==> config.mk <==
export PLATFORM = sky130hd
export DESIGN_NAME = k_way_sorted_merge_core
export DESIGN_NICKNAME = d
export VERILOG_FILES = /design/src/design/kwm_pkg.sv /design/src/design/k_way_sorted_merge_core.sv /design/src/design/kwm_ctrl.sv /design/src/design/kwm_datapath.sv
export SDC_FILE = /design/constraint.sdc
export NUM_CORES = 1
export LEC_CHECK = 0
export BUFFER_PORTS_ARGS = -buffer_cell sky130_fd_sc_hd__buf_2
export CORE_MARGIN = 2
export CORE_UTILIZATION = 57
export DETAILED_ROUTE_END_ITERATION = 6
export PLACE_DENSITY = 0.71
export SLEW_MARGIN = 20
export SYNTH_ARGS = -nofsm -noshare
export SYNTH_HDL_FRONTEND = slang
export SYNTH_SLANG_ARGS = --single-unit
==> constraint.sdc <==
create_clock -name clock -period 7.17 [get_ports clock]
set_input_delay 1.0755 -clock clock [delete_from_list [all_inputs] [get_ports clock]]
set_output_delay 1.0755 -clock clock [all_outputs]
set_load 0.01 [all_outputs]
==> src/design/kwm_pkg.sv <==
`timescale 1ns / 1ps
// ----------------------------------------------------------------------------
// K-way merge package
// Shared field widths, register reset value and the command/status bundles
// passed between the merge controller and its datapath.
// ----------------------------------------------------------------------------
package kwm_pkg;

   // Fixed widths of the channel fields
   localparam int ID_BITS      = 4;
   localparam int IN_VAL_BITS  = 32;
   localparam int OUT_VAL_BITS = 32;
   localparam int CFG_BITS     = 5;

   // active_lists after reset
   localparam logic [CFG_BITS-1:0] ACTIVE_RESET = 5'd16;

   // Controller -> datapath
   typedef struct packed {
      logic load_item;   // input beat taken this cycle
      logic scan_issue;  // read head entry at scan pointer, advance pointer
      logic emit;        // load result register, release or clear heads
   } kwm_cmd_type;

   // Datapath -> controller
   typedef struct packed {
      logic scan_last;   // scan pointer is on the last active list
      logic all_ready;   // every active list holds a head or is exhausted
      logic out_free;    // result register can take a new beat
   } kwm_stat_type;

endpackage

==> src/design/k_way_sorted_merge_core.sv <==
`timescale 1ns / 1ps
// ----------------------------------------------------------------------------
// K-way sorted merge core
// Merges up to MAX_LISTS ascending signed lists into one ascending stream.
// ----------------------------------------------------------------------------
// Usage:
//  - req_* channel: one beat carries the next value of list req_list_id, or
//    that list's end mark (req_list_end). Beats for a list whose head is
//    already held, that is exhausted, or that is not active are dropped.
//  - rsp_* channel: the smallest held head and its list once every active
//    list holds a head or is exhausted (ties go to the lowest list); that
//    list must be refilled next. rsp_done_res marks the end of the merge,
//    after which all lists are cleared for the next one.
//  - csr_* channel: writes active_lists; write only while idle.
//  - Each input beat passes through accept, a head scan of every active list
//    in turn through the single read port of the head memory, then drain and
//    decide. A result, if any, is loaded into the output register by the
//    decide step, which waits while a stalled receiver holds that register.
//  - A new beat is accepted while a result waits in the output register; a
//    stalled receiver holds the block only when the next result is ready.
//  - Reset clears all flags at once and sets active_lists to 16; no
//    clearing pass is needed.
// ----------------------------------------------------------------------------
module k_way_sorted_merge_core #(
   parameter int MAX_LISTS  = 16,
   parameter int VALUE_BITS = 32
) (
   input  logic                                    clock,
   input  logic                                    reset,
   input  logic                                    req_valid,
   output logic                                    req_ready,
   input  logic [kwm_pkg::ID_BITS-1:0]             req_list_id,
   input  logic signed [kwm_pkg::IN_VAL_BITS-1:0]  req_value,
   input  logic                                    req_list_end,
   output logic                                    rsp_valid,
   input  logic                                    rsp_ready,
   output logic signed [kwm_pkg::OUT_VAL_BITS-1:0] rsp_merged_value,
   output logic [kwm_pkg::ID_BITS-1:0]             rsp_source_list,
   output logic                                    rsp_done_res,
   input  logic                                    csr_valid,
   output logic                                    csr_ready,
   input  logic [kwm_pkg::CFG_BITS-1:0]            csr_active_lists
);
   import kwm_pkg::*;

   kwm_cmd_type  cmd;
   kwm_stat_type stat;

   // register write always taken
   assign csr_ready = 1'b1;

   kwm_ctrl u_ctrl (
      .clock     (clock),
      .reset     (reset),
      .req_valid (req_valid),
      .req_ready (req_ready),
      .stat      (stat),
      .cmd       (cmd)
   );

   kwm_datapath #(
      .MAX_LISTS  (MAX_LISTS),
      .VALUE_BITS (VALUE_BITS)
   ) u_datapath (
      .clock            (clock),
      .reset            (reset),
      .cmd              (cmd),
      .stat             (stat),
      .req_list_id      (req_list_id),
      .req_value        (req_value),
      .req_list_end     (req_list_end),
      .csr_valid        (csr_valid),
      .csr_active_lists (csr_active_lists),
      .rsp_valid        (rsp_valid),
      .rsp_ready        (rsp_ready),
      .rsp_merged_value (rsp_merged_value),
      .rsp_source_list  (rsp_source_list),
      .rsp_done_res     (rsp_done_res)
   );

endmodule

==> src/design/kwm_ctrl.sv <==
`timescale 1ns / 1ps
// ----------------------------------------------------------------------------
// K-way merge controller
// Sequences one input beat: accept and update, scan of all active heads,
// drain, then the decision; an emit waits until the result register is free.
// ----------------------------------------------------------------------------
module kwm_ctrl (
   input  logic                 clock,
   input  logic                 reset,
   input  logic                 req_valid,
   output logic                 req_ready,
   input  kwm_pkg::kwm_stat_type stat,
   output kwm_pkg::kwm_cmd_type  cmd
);
   import kwm_pkg::*;

   localparam logic [1:0] ST_IDLE   = 2'd0;
   localparam logic [1:0] ST_SCAN   = 2'd1;
   localparam logic [1:0] ST_DRAIN  = 2'd2;
   localparam logic [1:0] ST_DECIDE = 2'd3;

   logic [1:0] state_ff;
   logic [1:0] state_in;

   // Next state and commands
   always_comb begin
      state_in       = state_ff;
      req_ready      = 1'b0;
      cmd.load_item  = 1'b0;
      cmd.scan_issue = 1'b0;
      cmd.emit       = 1'b0;
      unique case (state_ff)
         ST_IDLE: begin
            req_ready     = 1'b1;
            cmd.load_item = req_valid;
            if (req_valid) begin
               state_in = ST_SCAN;
            end
         end
         ST_SCAN: begin
            cmd.scan_issue = 1'b1;
            if (stat.scan_last) begin
               state_in = ST_DRAIN;
            end
         end
         // last read entry folds into the accumulators
         ST_DRAIN: begin
            state_in = ST_DECIDE;
         end
         ST_DECIDE: begin
            if (!stat.all_ready) begin
               state_in = ST_IDLE;
            end else if (stat.out_free) begin
               cmd.emit = 1'b1;
               state_in = ST_IDLE;
            end
         end
         default: begin
            state_in = ST_IDLE;
         end
      endcase
   end

   always_ff @(posedge clock) begin
      if (reset) begin
         state_ff <= ST_IDLE;
      end else begin
         state_ff <= state_in;
      end
   end

endmodule

==> src/design/kwm_datapath.sv <==
`timescale 1ns / 1ps
// ----------------------------------------------------------------------------
// K-way merge datapath
// Head memory, valid and exhausted flags, sequential minimum scan and the
// result register.
// ----------------------------------------------------------------------------
module kwm_datapath #(
   parameter int MAX_LISTS  = 16,
   parameter int VALUE_BITS = 32
) (
   input  logic                                   clock,
   input  logic                                   reset,
   input  kwm_pkg::kwm_cmd_type                   cmd,
   output kwm_pkg::kwm_stat_type                  stat,
   input  logic [kwm_pkg::ID_BITS-1:0]            req_list_id,
   input  logic signed [kwm_pkg::IN_VAL_BITS-1:0] req_value,
   input  logic                                   req_list_end,
   input  logic                                   csr_valid,
   input  logic [kwm_pkg::CFG_BITS-1:0]           csr_active_lists,
   output logic                                   rsp_valid,
   input  logic                                   rsp_ready,
   output logic signed [kwm_pkg::OUT_VAL_BITS-1:0] rsp_merged_value,
   output logic [kwm_pkg::ID_BITS-1:0]            rsp_source_list,
   output logic                                   rsp_done_res
);
   import kwm_pkg::*;

   localparam int LIST_BITS = $clog2(MAX_LISTS);
   localparam int CNT_BITS  = $clog2(MAX_LISTS + 1);

   // configuration register
   logic [CFG_BITS-1:0] active_ff;

   // head store and flags
   logic [VALUE_BITS-1:0] head_value_ff [MAX_LISTS];
   logic [MAX_LISTS-1:0]  head_valid_ff, head_valid_in;
   logic [MAX_LISTS-1:0]  list_exh_ff, list_exh_in;

   // scan pointer and read stage
   logic [LIST_BITS-1:0]  scan_ptr_ff, scan_ptr_in;
   logic                  p_live_ff;
   logic [LIST_BITS-1:0]  p_idx_ff;
   logic                  p_valid_ff;
   logic                  p_exh_ff;
   logic [VALUE_BITS-1:0] rd_value_ff;

   // accumulators
   logic                  any_head_ff, any_head_in;
   logic                  all_ready_ff, all_ready_in;
   logic [LIST_BITS-1:0]  best_idx_ff, best_idx_in;
   logic [VALUE_BITS-1:0] best_val_ff, best_val_in;

   // result register
   logic                    rsp_valid_ff, rsp_valid_in;
   logic [OUT_VAL_BITS-1:0] rsp_value_ff, rsp_value_in;
   logic [ID_BITS-1:0]      rsp_src_ff, rsp_src_in;
   logic                    rsp_done_ff, rsp_done_in;

   logic [CNT_BITS-1:0]   count;
   logic [31:0]           id_wide;
   logic [LIST_BITS-1:0]  id_idx;
   logic                  id_live;
   logic [63:0]           in_wide;
   logic [VALUE_BITS-1:0] in_val;
   logic [95:0]           out_wide;
   logic [31:0]           src_wide;
   logic                  head_write;

   // Effective list count: zero acts as one, clipped to the store depth
   always_comb begin
      if (active_ff == '0) begin
         count = CNT_BITS'(1);
      end else if (32'(active_ff) > MAX_LISTS) begin
         count = CNT_BITS'(MAX_LISTS);
      end else begin
         count = CNT_BITS'(active_ff);
      end
   end

   always_ff @(posedge clock) begin
      if (reset) begin
         active_ff <= ACTIVE_RESET;
      end else if (csr_valid) begin
         active_ff <= csr_active_lists;
      end
   end

   // Incoming beat: index, range check, width fit
   assign id_wide = 32'(req_list_id);
   assign id_idx  = id_wide[LIST_BITS-1:0];
   assign id_live = (id_wide < 32'(count)) && !head_valid_ff[id_idx] && !list_exh_ff[id_idx];
   assign in_wide = {{32{req_value[31]}}, req_value};
   assign in_val  = in_wide[VALUE_BITS-1:0];
   assign head_write = cmd.load_item && id_live && !req_list_end;

   // Head memory: one write port, one registered read port
   always_ff @(posedge clock) begin
      if (head_write) begin
         head_value_ff[id_idx] <= in_val;
      end
   end

   always_ff @(posedge clock) begin
      if (cmd.scan_issue) begin
         rd_value_ff <= head_value_ff[scan_ptr_ff];
      end
   end

   // Flag updates: fill on a beat, release or clear on emit
   always_comb begin
      head_valid_in = head_valid_ff;
      list_exh_in   = list_exh_ff;
      if (cmd.load_item && id_live) begin
         if (req_list_end) begin
            list_exh_in[id_idx] = 1'b1;
         end else begin
            head_valid_in[id_idx] = 1'b1;
         end
      end
      if (cmd.emit) begin
         if (any_head_ff) begin
            head_valid_in[best_idx_ff] = 1'b0;
         end else begin
            head_valid_in = '0;
            list_exh_in   = '0;
         end
      end
   end

   always_ff @(posedge clock) begin
      if (reset) begin
         head_valid_ff <= '0;
         list_exh_ff   <= '0;
      end else begin
         head_valid_ff <= head_valid_in;
         list_exh_ff   <= list_exh_in;
      end
   end

   // Scan pointer
   always_comb begin
      scan_ptr_in = scan_ptr_ff;
      if (cmd.load_item) begin
         scan_ptr_in = '0;
      end else if (cmd.scan_issue) begin
         scan_ptr_in = scan_ptr_ff + 1'b1;
      end
   end

   always_ff @(posedge clock) begin
      if (reset) begin
         scan_ptr_ff <= '0;
         p_live_ff   <= 1'b0;
      end else begin
         scan_ptr_ff <= scan_ptr_in;
         p_live_ff   <= cmd.scan_issue;
      end
   end

   // flags travel alongside the memory read
   always_ff @(posedge clock) begin
      if (cmd.scan_issue) begin
         p_idx_ff   <= scan_ptr_ff;
         p_valid_ff <= head_valid_ff[scan_ptr_ff];
         p_exh_ff   <= list_exh_ff[scan_ptr_ff];
      end
   end

   // Running minimum; strict less keeps the lowest index on a tie
   always_comb begin
      any_head_in  = any_head_ff;
      all_ready_in = all_ready_ff;
      best_idx_in  = best_idx_ff;
      best_val_in  = best_val_ff;
      if (cmd.load_item) begin
         any_head_in  = 1'b0;
         all_ready_in = 1'b1;
      end else if (p_live_ff) begin
         if (p_valid_ff) begin
            if (!any_head_ff || ($signed(rd_value_ff) < $signed(best_val_ff))) begin
               best_idx_in = p_idx_ff;
               best_val_in = rd_value_ff;
            end
            any_head_in = 1'b1;
         end else if (!p_exh_ff) begin
            all_ready_in = 1'b0;
         end
      end
   end

   always_ff @(posedge clock) begin
      if (reset) begin
         any_head_ff  <= 1'b0;
         all_ready_ff <= 1'b0;
      end else begin
         any_head_ff  <= any_head_in;
         all_ready_ff <= all_ready_in;
      end
   end

   always_ff @(posedge clock) begin
      best_idx_ff <= best_idx_in;
      best_val_ff <= best_val_in;
   end

   // Result register
   assign out_wide = {{(96 - VALUE_BITS){1'b0}}, best_val_ff};
   assign src_wide = 32'(best_idx_ff);

   always_comb begin
      rsp_valid_in = rsp_valid_ff;
      rsp_value_in = rsp_value_ff;
      rsp_src_in   = rsp_src_ff;
      rsp_done_in  = rsp_done_ff;
      if (cmd.emit) begin
         rsp_valid_in = 1'b1;
         if (any_head_ff) begin
            rsp_value_in = out_wide[OUT_VAL_BITS-1:0];
            rsp_src_in   = src_wide[ID_BITS-1:0];
            rsp_done_in  = 1'b0;
         end else begin
            rsp_value_in = '0;
            rsp_src_in   = '0;
            rsp_done_in  = 1'b1;
         end
      end else if (rsp_ready) begin
         rsp_valid_in = 1'b0;
      end
   end

   always_ff @(posedge clock) begin
      if (reset) begin
         rsp_valid_ff <= 1'b0;
      end else begin
         rsp_valid_ff <= rsp_valid_in;
      end
   end

   always_ff @(posedge clock) begin
      rsp_value_ff <= rsp_value_in;
      rsp_src_ff   <= rsp_src_in;
      rsp_done_ff  <= rsp_done_in;
   end

   assign rsp_valid        = rsp_valid_ff;
   assign rsp_merged_value = rsp_value_ff;
   assign rsp_source_list  = rsp_src_ff;
   assign rsp_done_res     = rsp_done_ff;

   // Status back to the controller
   assign stat.scan_last = (32'(scan_ptr_ff) + 32'd1) == 32'(count);
   assign stat.all_ready = all_ready_ff;
   assign stat.out_free  = !rsp_valid_ff || rsp_ready;

   // Checks
   a_emit_into_free: assert property (@(posedge clock) disable iff (reset)
      cmd.emit |-> (!rsp_valid_ff || rsp_ready))
      else $error("result overwritten before it was taken");

   a_emit_valid_head: assert property (@(posedge clock) disable iff (reset)
      (cmd.emit && any_head_ff) |-> head_valid_ff[best_idx_ff])
      else $error("emitted list holds no head");

   a_done_clears: assert property (@(posedge clock) disable iff (reset)
      (cmd.emit && !any_head_ff) |=> (head_valid_ff == '0 && list_exh_ff == '0))
      else $error("flags survive a done result");

   a_scan_in_range: assert property (@(posedge clock) disable iff (reset)
      cmd.scan_issue |-> (32'(scan_ptr_ff) < 32'(count)))
      else $error("scan beyond active lists");

endmodule
* Word level (Yosys, flattened, before mapping)
Memories as Yosys holds them, arrays and structs flattened. A register that Yosys moved wholly into a read port is not among the register bits.
Index checks and enable logic that the tools add are counted.
** Storage, ports and cells
- Register bits :: 126
- RAM bits :: 512
- Bits of input ports :: 47
- Output and inout bits :: 40
- Logic and storage cells :: 106
- Memories :: 1
** Cells by class
- $add $sub $neg :: 2
- Magnitude comparators :: 8
- Equality and inequality tests :: 9
- Multiplexer cells :: 42
- Bitwise gates (word level) :: 5
- Reduce and logical (&&, ||, !) cells :: 22
** Memories
- u_datapath.head_value_ff :: depth 16, bits a word 32, rd ports 1, clocked after Yosys merged registers in 1, wr ports 1, RTL line kwm_datapath.sv:35 : logic [VALUE_BITS-1:0] head_value_ff [MAX_LISTS];
** Operators by type and width (count)
- two-way mux 16 bit :: 8
- == test 32 x 5 -> 1 bit :: 1
- < comparator 32 bit :: 1
- bitwise OR 16 bit :: 2
- two-way mux 1 bit :: 21
- AND 16 bit :: 1
- binary-select mux 1 bit (select 4 bit) :: 4
- inverter 16 bit :: 1
- < comparator 4 x 5 -> 1 bit, second input constant :: 3
- two-way mux 5 bit :: 2
- demux 1 bit (select 4 bit) :: 2
- greater-or-equal comparator 4 x 1 -> 1 bit, second input constant :: 2
- two-way mux 2 bit :: 4
- case mux 2 bit (4 select lines) :: 1
- logical AND 1 bit :: 6
- AND reduction 3 bit :: 2
- adder 4 x 1 -> 5 bit, second input constant :: 1
- > comparator 5 bit, second input constant :: 1
- zero test 1 bit :: 5
- zero test 5 bit :: 1
- < comparator 4 x 5 -> 1 bit :: 1
- adder 4 x 1 -> 4 bit, second input constant :: 1
- == test 2 bit, second input constant :: 2
- != test 2 x 1 -> 1 bit, second input constant :: 2
- 10 further kinds :: 13

* Depth between registers and ports, before layout
- Word-level depth :: 11
- Gate-level depth with buffers :: 9
- Mapped depth without buffers :: 9

* Hierarchy
From an unflattened synthesis, not the netlist that was laid out.
** Unflattened totals
- Cells, all modules :: 1241
- Area total of the unflattened synthesis :: 26073.8 µm²
** By module, submodules not included
- kwm_datapath :: instances 1, cells an instance 1219, area each 25862.3 µm², seq. area each 19608.8 µm²
- kwm_ctrl :: instances 1, cells an instance 20, area each 200.2 µm², seq. area each 40.0 µm²
- k_way_sorted_merge_core :: instances 1, cells an instance 2, area each 11.3 µm², seq. area each 0.0 µm²

* Worst setup path before layout
OpenSTA, ideal clock, no wires.
- Kind :: input to register
- Start point :: input req_list_id[2] (netlist bit)
- End point :: register u_datapath.head_valid_ff[9]
- Library setup time :: 0.070 ns
- Data arrival time :: 5.074 ns
- Required time :: 7.100 ns
- Slack :: 2.026 ns
- Stages :: 7
- Path buffers :: 0
- Path through :: ha_1 a21o_1 a21o_1 a211oi_2 nand2_1 nor3_1 o221a_1
** Between the ends
- Cells in the longest elaborated chain, start to end :: 10
- Elaborated cells between the ends (all ways) :: 21
- Classes of those cells :: 3 x order compare; 10 x mux; 2 x bitwise; 6 x reduce/logical
** RTL lines
- start: declaration :: RTL line k_way_sorted_merge_core.sv:32 : input logic [kwm_pkg::ID_BITS-1:0] req_list_id,
- < comparator 4 x 5 -> 1 bit (implied by the code) (tied with other cells) :: RTL line kwm_datapath.sv:117 : head_valid_in[id_idx] = 1'b1;
- logical AND 1 bit (implied by the code) or two-way mux 1 bit (tied branches) :: RTL line kwm_datapath.sv:117, kwm_datapath.sv:91
- two-way mux 1 bit (implied by the code) or zero test 1 bit (tied branches) :: RTL line kwm_datapath.sv:117, kwm_datapath.sv:91
- demux 1 bit (select 4 bit) or logical AND 1 bit (tied branches)
- bitwise OR 16 bit (no line) or logical AND 1 bit (tied branches)
- two-way mux 16 bit or logical AND 1 bit (tied branches) :: RTL line kwm_datapath.sv:114, kwm_datapath.sv:113
- two-way mux 16 bit * :: RTL line kwm_datapath.sv:113 : if (cmd.load_item && id_live) begin
- AND 16 bit (no line)
- two-way mux 16 bit :: RTL line kwm_datapath.sv:121 : if (any_head_ff) begin
- two-way mux 16 bit * :: RTL line kwm_datapath.sv:120 : if (cmd.emit) begin
- end signal: assignment :: RTL line kwm_datapath.sv:135 : head_valid_ff <= head_valid_in;
- end: declaration :: RTL line kwm_datapath.sv:36 : logic [MAX_LISTS-1:0] head_valid_ff, head_valid_in;
Every way passes the cells marked *; elsewhere a longest branch is shown, timed or not. The select of a mux whose other input is x is not followed.
A chain may end at the register's enable or synchronous reset.

* Final worst setup path
- Start point :: input req_list_id[1] (netlist bit)
- End point :: memory u_datapath.head_value_ff[5][15], enable pin
** Between the ends
- Cells in the longest elaborated chain, start to end :: 9
- Elaborated cells between the ends (all ways) :: 13
- Classes of those cells :: 1 x order compare; 6 x mux; 6 x reduce/logical
** RTL lines
- binary-select mux 1 bit (select 4 bit) :: RTL line kwm_datapath.sv:91 : assign id_live = (id_wide < 32'(count)) && !head_valid_ff[id_idx] && !list_exh_ff[id_idx];
- two-way mux 1 bit (implied by the code) :: RTL line kwm_datapath.sv:91
- zero test 1 bit :: RTL line kwm_datapath.sv:91
- logical AND 1 bit (2 in a row) :: RTL line kwm_datapath.sv:91
- logical AND 1 bit (2 in a row) :: RTL line kwm_datapath.sv:94 : assign head_write = cmd.load_item && id_live && !req_list_end;
- two-way mux 1 bit :: RTL line kwm_datapath.sv:98 : if (head_write) begin
- two-way mux 1 bit (implied by the code) :: RTL line kwm_datapath.sv:99 : head_value_ff[id_idx] <= in_val;
- end: declaration :: RTL line kwm_datapath.sv:35
Parallel ways exist; a longest one is shown, timed or not. The select of a mux whose other input is x is not followed.

==> results.sh <==
export IMPL_status="finished, final reports clean"
export IMPL_root_buffer="clkbuf_16"
export IMPL_seq_area_frac_synth_pct=75.50
export IMPL_yosys_area_top_type="edfxtp_1"
export IMPL_core_area_um2=45190
export IMPL_worst_path_max_delay_cell="nor2_4"
export IMPL_hold_viol=0
export IMPL_synthFlopType="edfxtp_1"
export IMPL_p_int_uw=6939
export IMPL_dp_hpwl_um=30600
export IMPL_syn_area_um2=26030
export IMPL_clk_pin_slew_ns=0.06
export IMPL_worstPathArrival_ns=4.36
export IMPL_initial_utilization_pct=57.60
export IMPL_clk_latency_ns=0.60
export IMPL_leakage_uw=0.009399
export IMPL_synth_cells=1276
export IMPL_synth_top_area_share_pct=71.88
export IMPL_path_cells="buf_2 -> ha_1 -> nand4b_1 -> or2_2 -> nand2_1 -> a2111oi_2 -> nand4_1 -> nor2_4"
export IMPL_cts_resized=0
export IMPL_layout_min_cycle_time_ns=4.162
export IMPL_via_per_inst=6.166
export IMPL_numPortBuffers=85
export IMPL_slew_viol_final=0
export IMPL_path_class="primary input to flip-flop"
export IMPL_grt_max_degree=107
export IMPL_yosys_area_share_simple_pct=3.187
export IMPL_p_per_area_nw_per_um2=306.0
export IMPL_ctsHtreeMaxLevel=3
export IMPL_ios=87
export IMPL_rrSetupSlack_ns=3.17
export IMPL_n_antenna_cell=0
export IMPL_rows=78
export IMPL_syn_nets=1362
export IMPL_netlist_top_cells_area="edfxtp_1, mux4_2, dfxtp_1"
export IMPL_drtPass1Iterations=5
export IMPL_die_h_um=217.7
export IMPL_placedInstanceArea_um2=27280
export IMPL_synth_edf_count=623
export IMPL_setup_viol=0
export IMPL_numCtsBuffers=69
export IMPL_swShare_pct=23.16
export IMPL_worstPathRequired_ns=7.37
export IMPL_hold_class="flip-flop to flip-flop"
export IMPL_maxSlewHeadroom_pct=27.82
export IMPL_grt_pass1_vias=12760
export IMPL_start_kind="primary input"
export IMPL_worstSetupEndpointType="flip-flop"
export IMPL_maxCapViolCount=0
export IMPL_antenna_found_initial=4
export IMPL_fin_nets=1484
export IMPL_synthMuxAreaShare_pct=14.94
export IMPL_synth_warnings=0
export IMPL_yosysUniqueCellTypes=53
export IMPL_drt_total_wl_um=53200
export IMPL_final_area_um2=29510
export IMPL_period_share_pct=58.04
export IMPL_cts_tree="yes"
export IMPL_gp_congestion=0.8548
export IMPL_ys_seq_elements=670
export IMPL_synth_async_reset_ratio_pct=0
export IMPL_grt_overflow_total=0
export IMPL_postCtsSetupBuffers=0
export IMPL_rsz0062_at_grt="false"
export IMPL_switchingPower_uw=2091
export IMPL_combPwrFrac_pct=11.5
export IMPL_synth_xor_area_share_pct=0.2596
export IMPL_design_die_area_um2=47380
export IMPL_nFillCells=2901
export IMPL_max_freq_ghz=0.2403
export IMPL_cts_sinks=670
export IMPL_max_stage_delay_ns=1.08
export IMPL_synth_top_family_by_area="multiplexers"
export IMPL_fin_skew_ns=0.02441
export IMPL_drive_gt1_share_pct=27.69
export IMPL_mostFrequentLayoutCells="edfxtp_1, mux4_2, buf_2"
export IMPL_antenna_left=0
export IMPL_cts_hold_buf=0
export IMPL_worst_pin_slew_ns=1.080
export IMPL_clkPwrFrac_pct=37.9
export IMPL_ir_drop_uv=256.7
export IMPL_tns_ns=0
export IMPL_path_max_fanout=32
export IMPL_area_growth_pct=13.37
export IMPL_seqPwrFrac_pct=50.6
export IMPL_grt_pass1_wl_um=80170
export IMPL_global_route_usage_total_pct=23.20
export IMPL_synth_adder_area_share_pct=1.875
export IMPL_syn_avg_cell_area_um2=20.40
export IMPL_drt_initial_drc_count=1280
export IMPL_drc_errors=0
export IMPL_num_vias=12630
export IMPL_final_common_cell="edfxtp_1"
export IMPL_wire_per_inst_um=25.97
export IMPL_die_w_um=217.7
export IMPL_clk_path_buf_depth=3
export IMPL_synth_compound_area_share_pct=2.615
==> registers in the layout (all words and copies together) (netlist names) <==
| name | cells |
|---|---|
| u_datapath.rsp_done_res | 1 |
| u_datapath.rsp_merged_value | 32 |
| u_datapath.best_val_ff | 32 |
| u_datapath.rsp_source_list | 4 |
| u_datapath.p_valid_ff | 1 |
| u_datapath.list_exh_ff | 16 |
| u_datapath.best_idx_ff | 4 |
| u_datapath.any_head_ff | 1 |
| u_datapath.all_ready_ff | 1 |
| u_datapath.scan_ptr_ff | 4 |
| u_datapath.head_value_ff | 512 |
| u_datapath.active_ff | 5 |
| u_datapath.rd_value_ff | 32 |
| u_datapath.head_valid_ff | 16 |
| u_datapath.p_idx_ff | 4 |
| u_datapath.p_exh_ff | 1 |
| u_ctrl.state_ff | 2 |
| u_datapath.rsp_valid | 1 |
| u_datapath.p_live_ff | 1 |
==> cell families after synthesis <==
| family | count (synthesis) |
|---|---|
| compound gates | 100 |
| xor+xnor | 6 |
| fa+ha+maj | 39 |
| buf+inv | 105 |
| flops | 670 |
| mux | 176 |
| other cells | 1 |
| simple gates | 179 |
==> area by class of cell <==
class                   instances  area [um2]  area share, %
clock buffers                  87        1847          6.259
clock inverters                34       295.3          1.001
inverters                      49       183.9         0.6233
multi-input cells             501        6086          20.63
flip-flops and latches        670       19660          66.63
well taps                     600       750.7          2.544
repair buffers                107       683.2          2.315
==> power by group through the flow <==
stage	Combinational, uW	Clock (uW)	Sequential (uW)
4_1_cts	1060	3480	4570
5_1_grt	1130	3630	4580
6_report	1040	3420	4570
3_3_place_gp	1030	0	4640
3_5_place_dp	1050	0	4650
2_1_floorplan	776	0	4590
==> cells in the mapped netlist, types with 9 or more instances <==
master    count
a21oi_1      31
buf_2        17
clkbuf_1     30
dfxtp_1      47
edfxtp_1    623
ha_1         39
inv_1        48
mux4_2      170
nand2_1      33
nand2b_1      9
nor2_1       82
nor3_1       16
o21a_1       10
==> critical path, delay by kind of cell <==
kind	cells	cell delay (ns)
fa+ha+maj	1	0.30
simple gates	5	2.15
compound gates	1	0.47
buf+inv	1	0.33
==> worst paths after layout <==
kind | start | end | cells past startpoint
hold reg to reg | u_datapath.p_idx_ff[3]$_DFFE_PP_ | u_datapath.best_idx_ff[3]$_DFFE_PP_ | 0
setup reg to reg | u_datapath.active_ff[4]$_SDFFE_PP1P_ | u_datapath.head_value_ff[5][15]$_DFFE_PP_ | 8
hold / removal | u_datapath.p_idx_ff[3]$_DFFE_PP_ | u_datapath.best_idx_ff[3]$_DFFE_PP_ | 0
setup / recovery | req_list_id[1] | u_datapath.head_value_ff[5][15]$_DFFE_PP_ | 8
==> stage by stage <==
stage,instances,hold slack (ns),setup WS [ns],util (%),power [uW]
4_1_cts,2045,0.4195,3.017,65.12,9104
3_5_place_dp,1924,0.4061,2.420,60.38,5702
6_report,2048,0.4198,3.008,65.30,9030
3_3_place_gp,1923,0.4017,2.469,60.32,5678
2_1_floorplan,1276,0.4003,2.026,-,5364
5_1_grt,2048,0.4241,2.746,65.30,9347
==> routing by layer <==
metal | vias up | GRT usage [%] | share of wire [%] | wire length, um
met1 | 6589 | 31.80 | 41 | 21820
li1 | 5467 | - | - | -
met4 | 4 | 7.740 | 2.4 | 1257
met5 | - | 0 | 0.043 | 23
met3 | 98 | 4.742 | 6.7 | 3543
met2 | 470 | 37.80 | 50 | 26560
(Power assumes the default switching activity.)
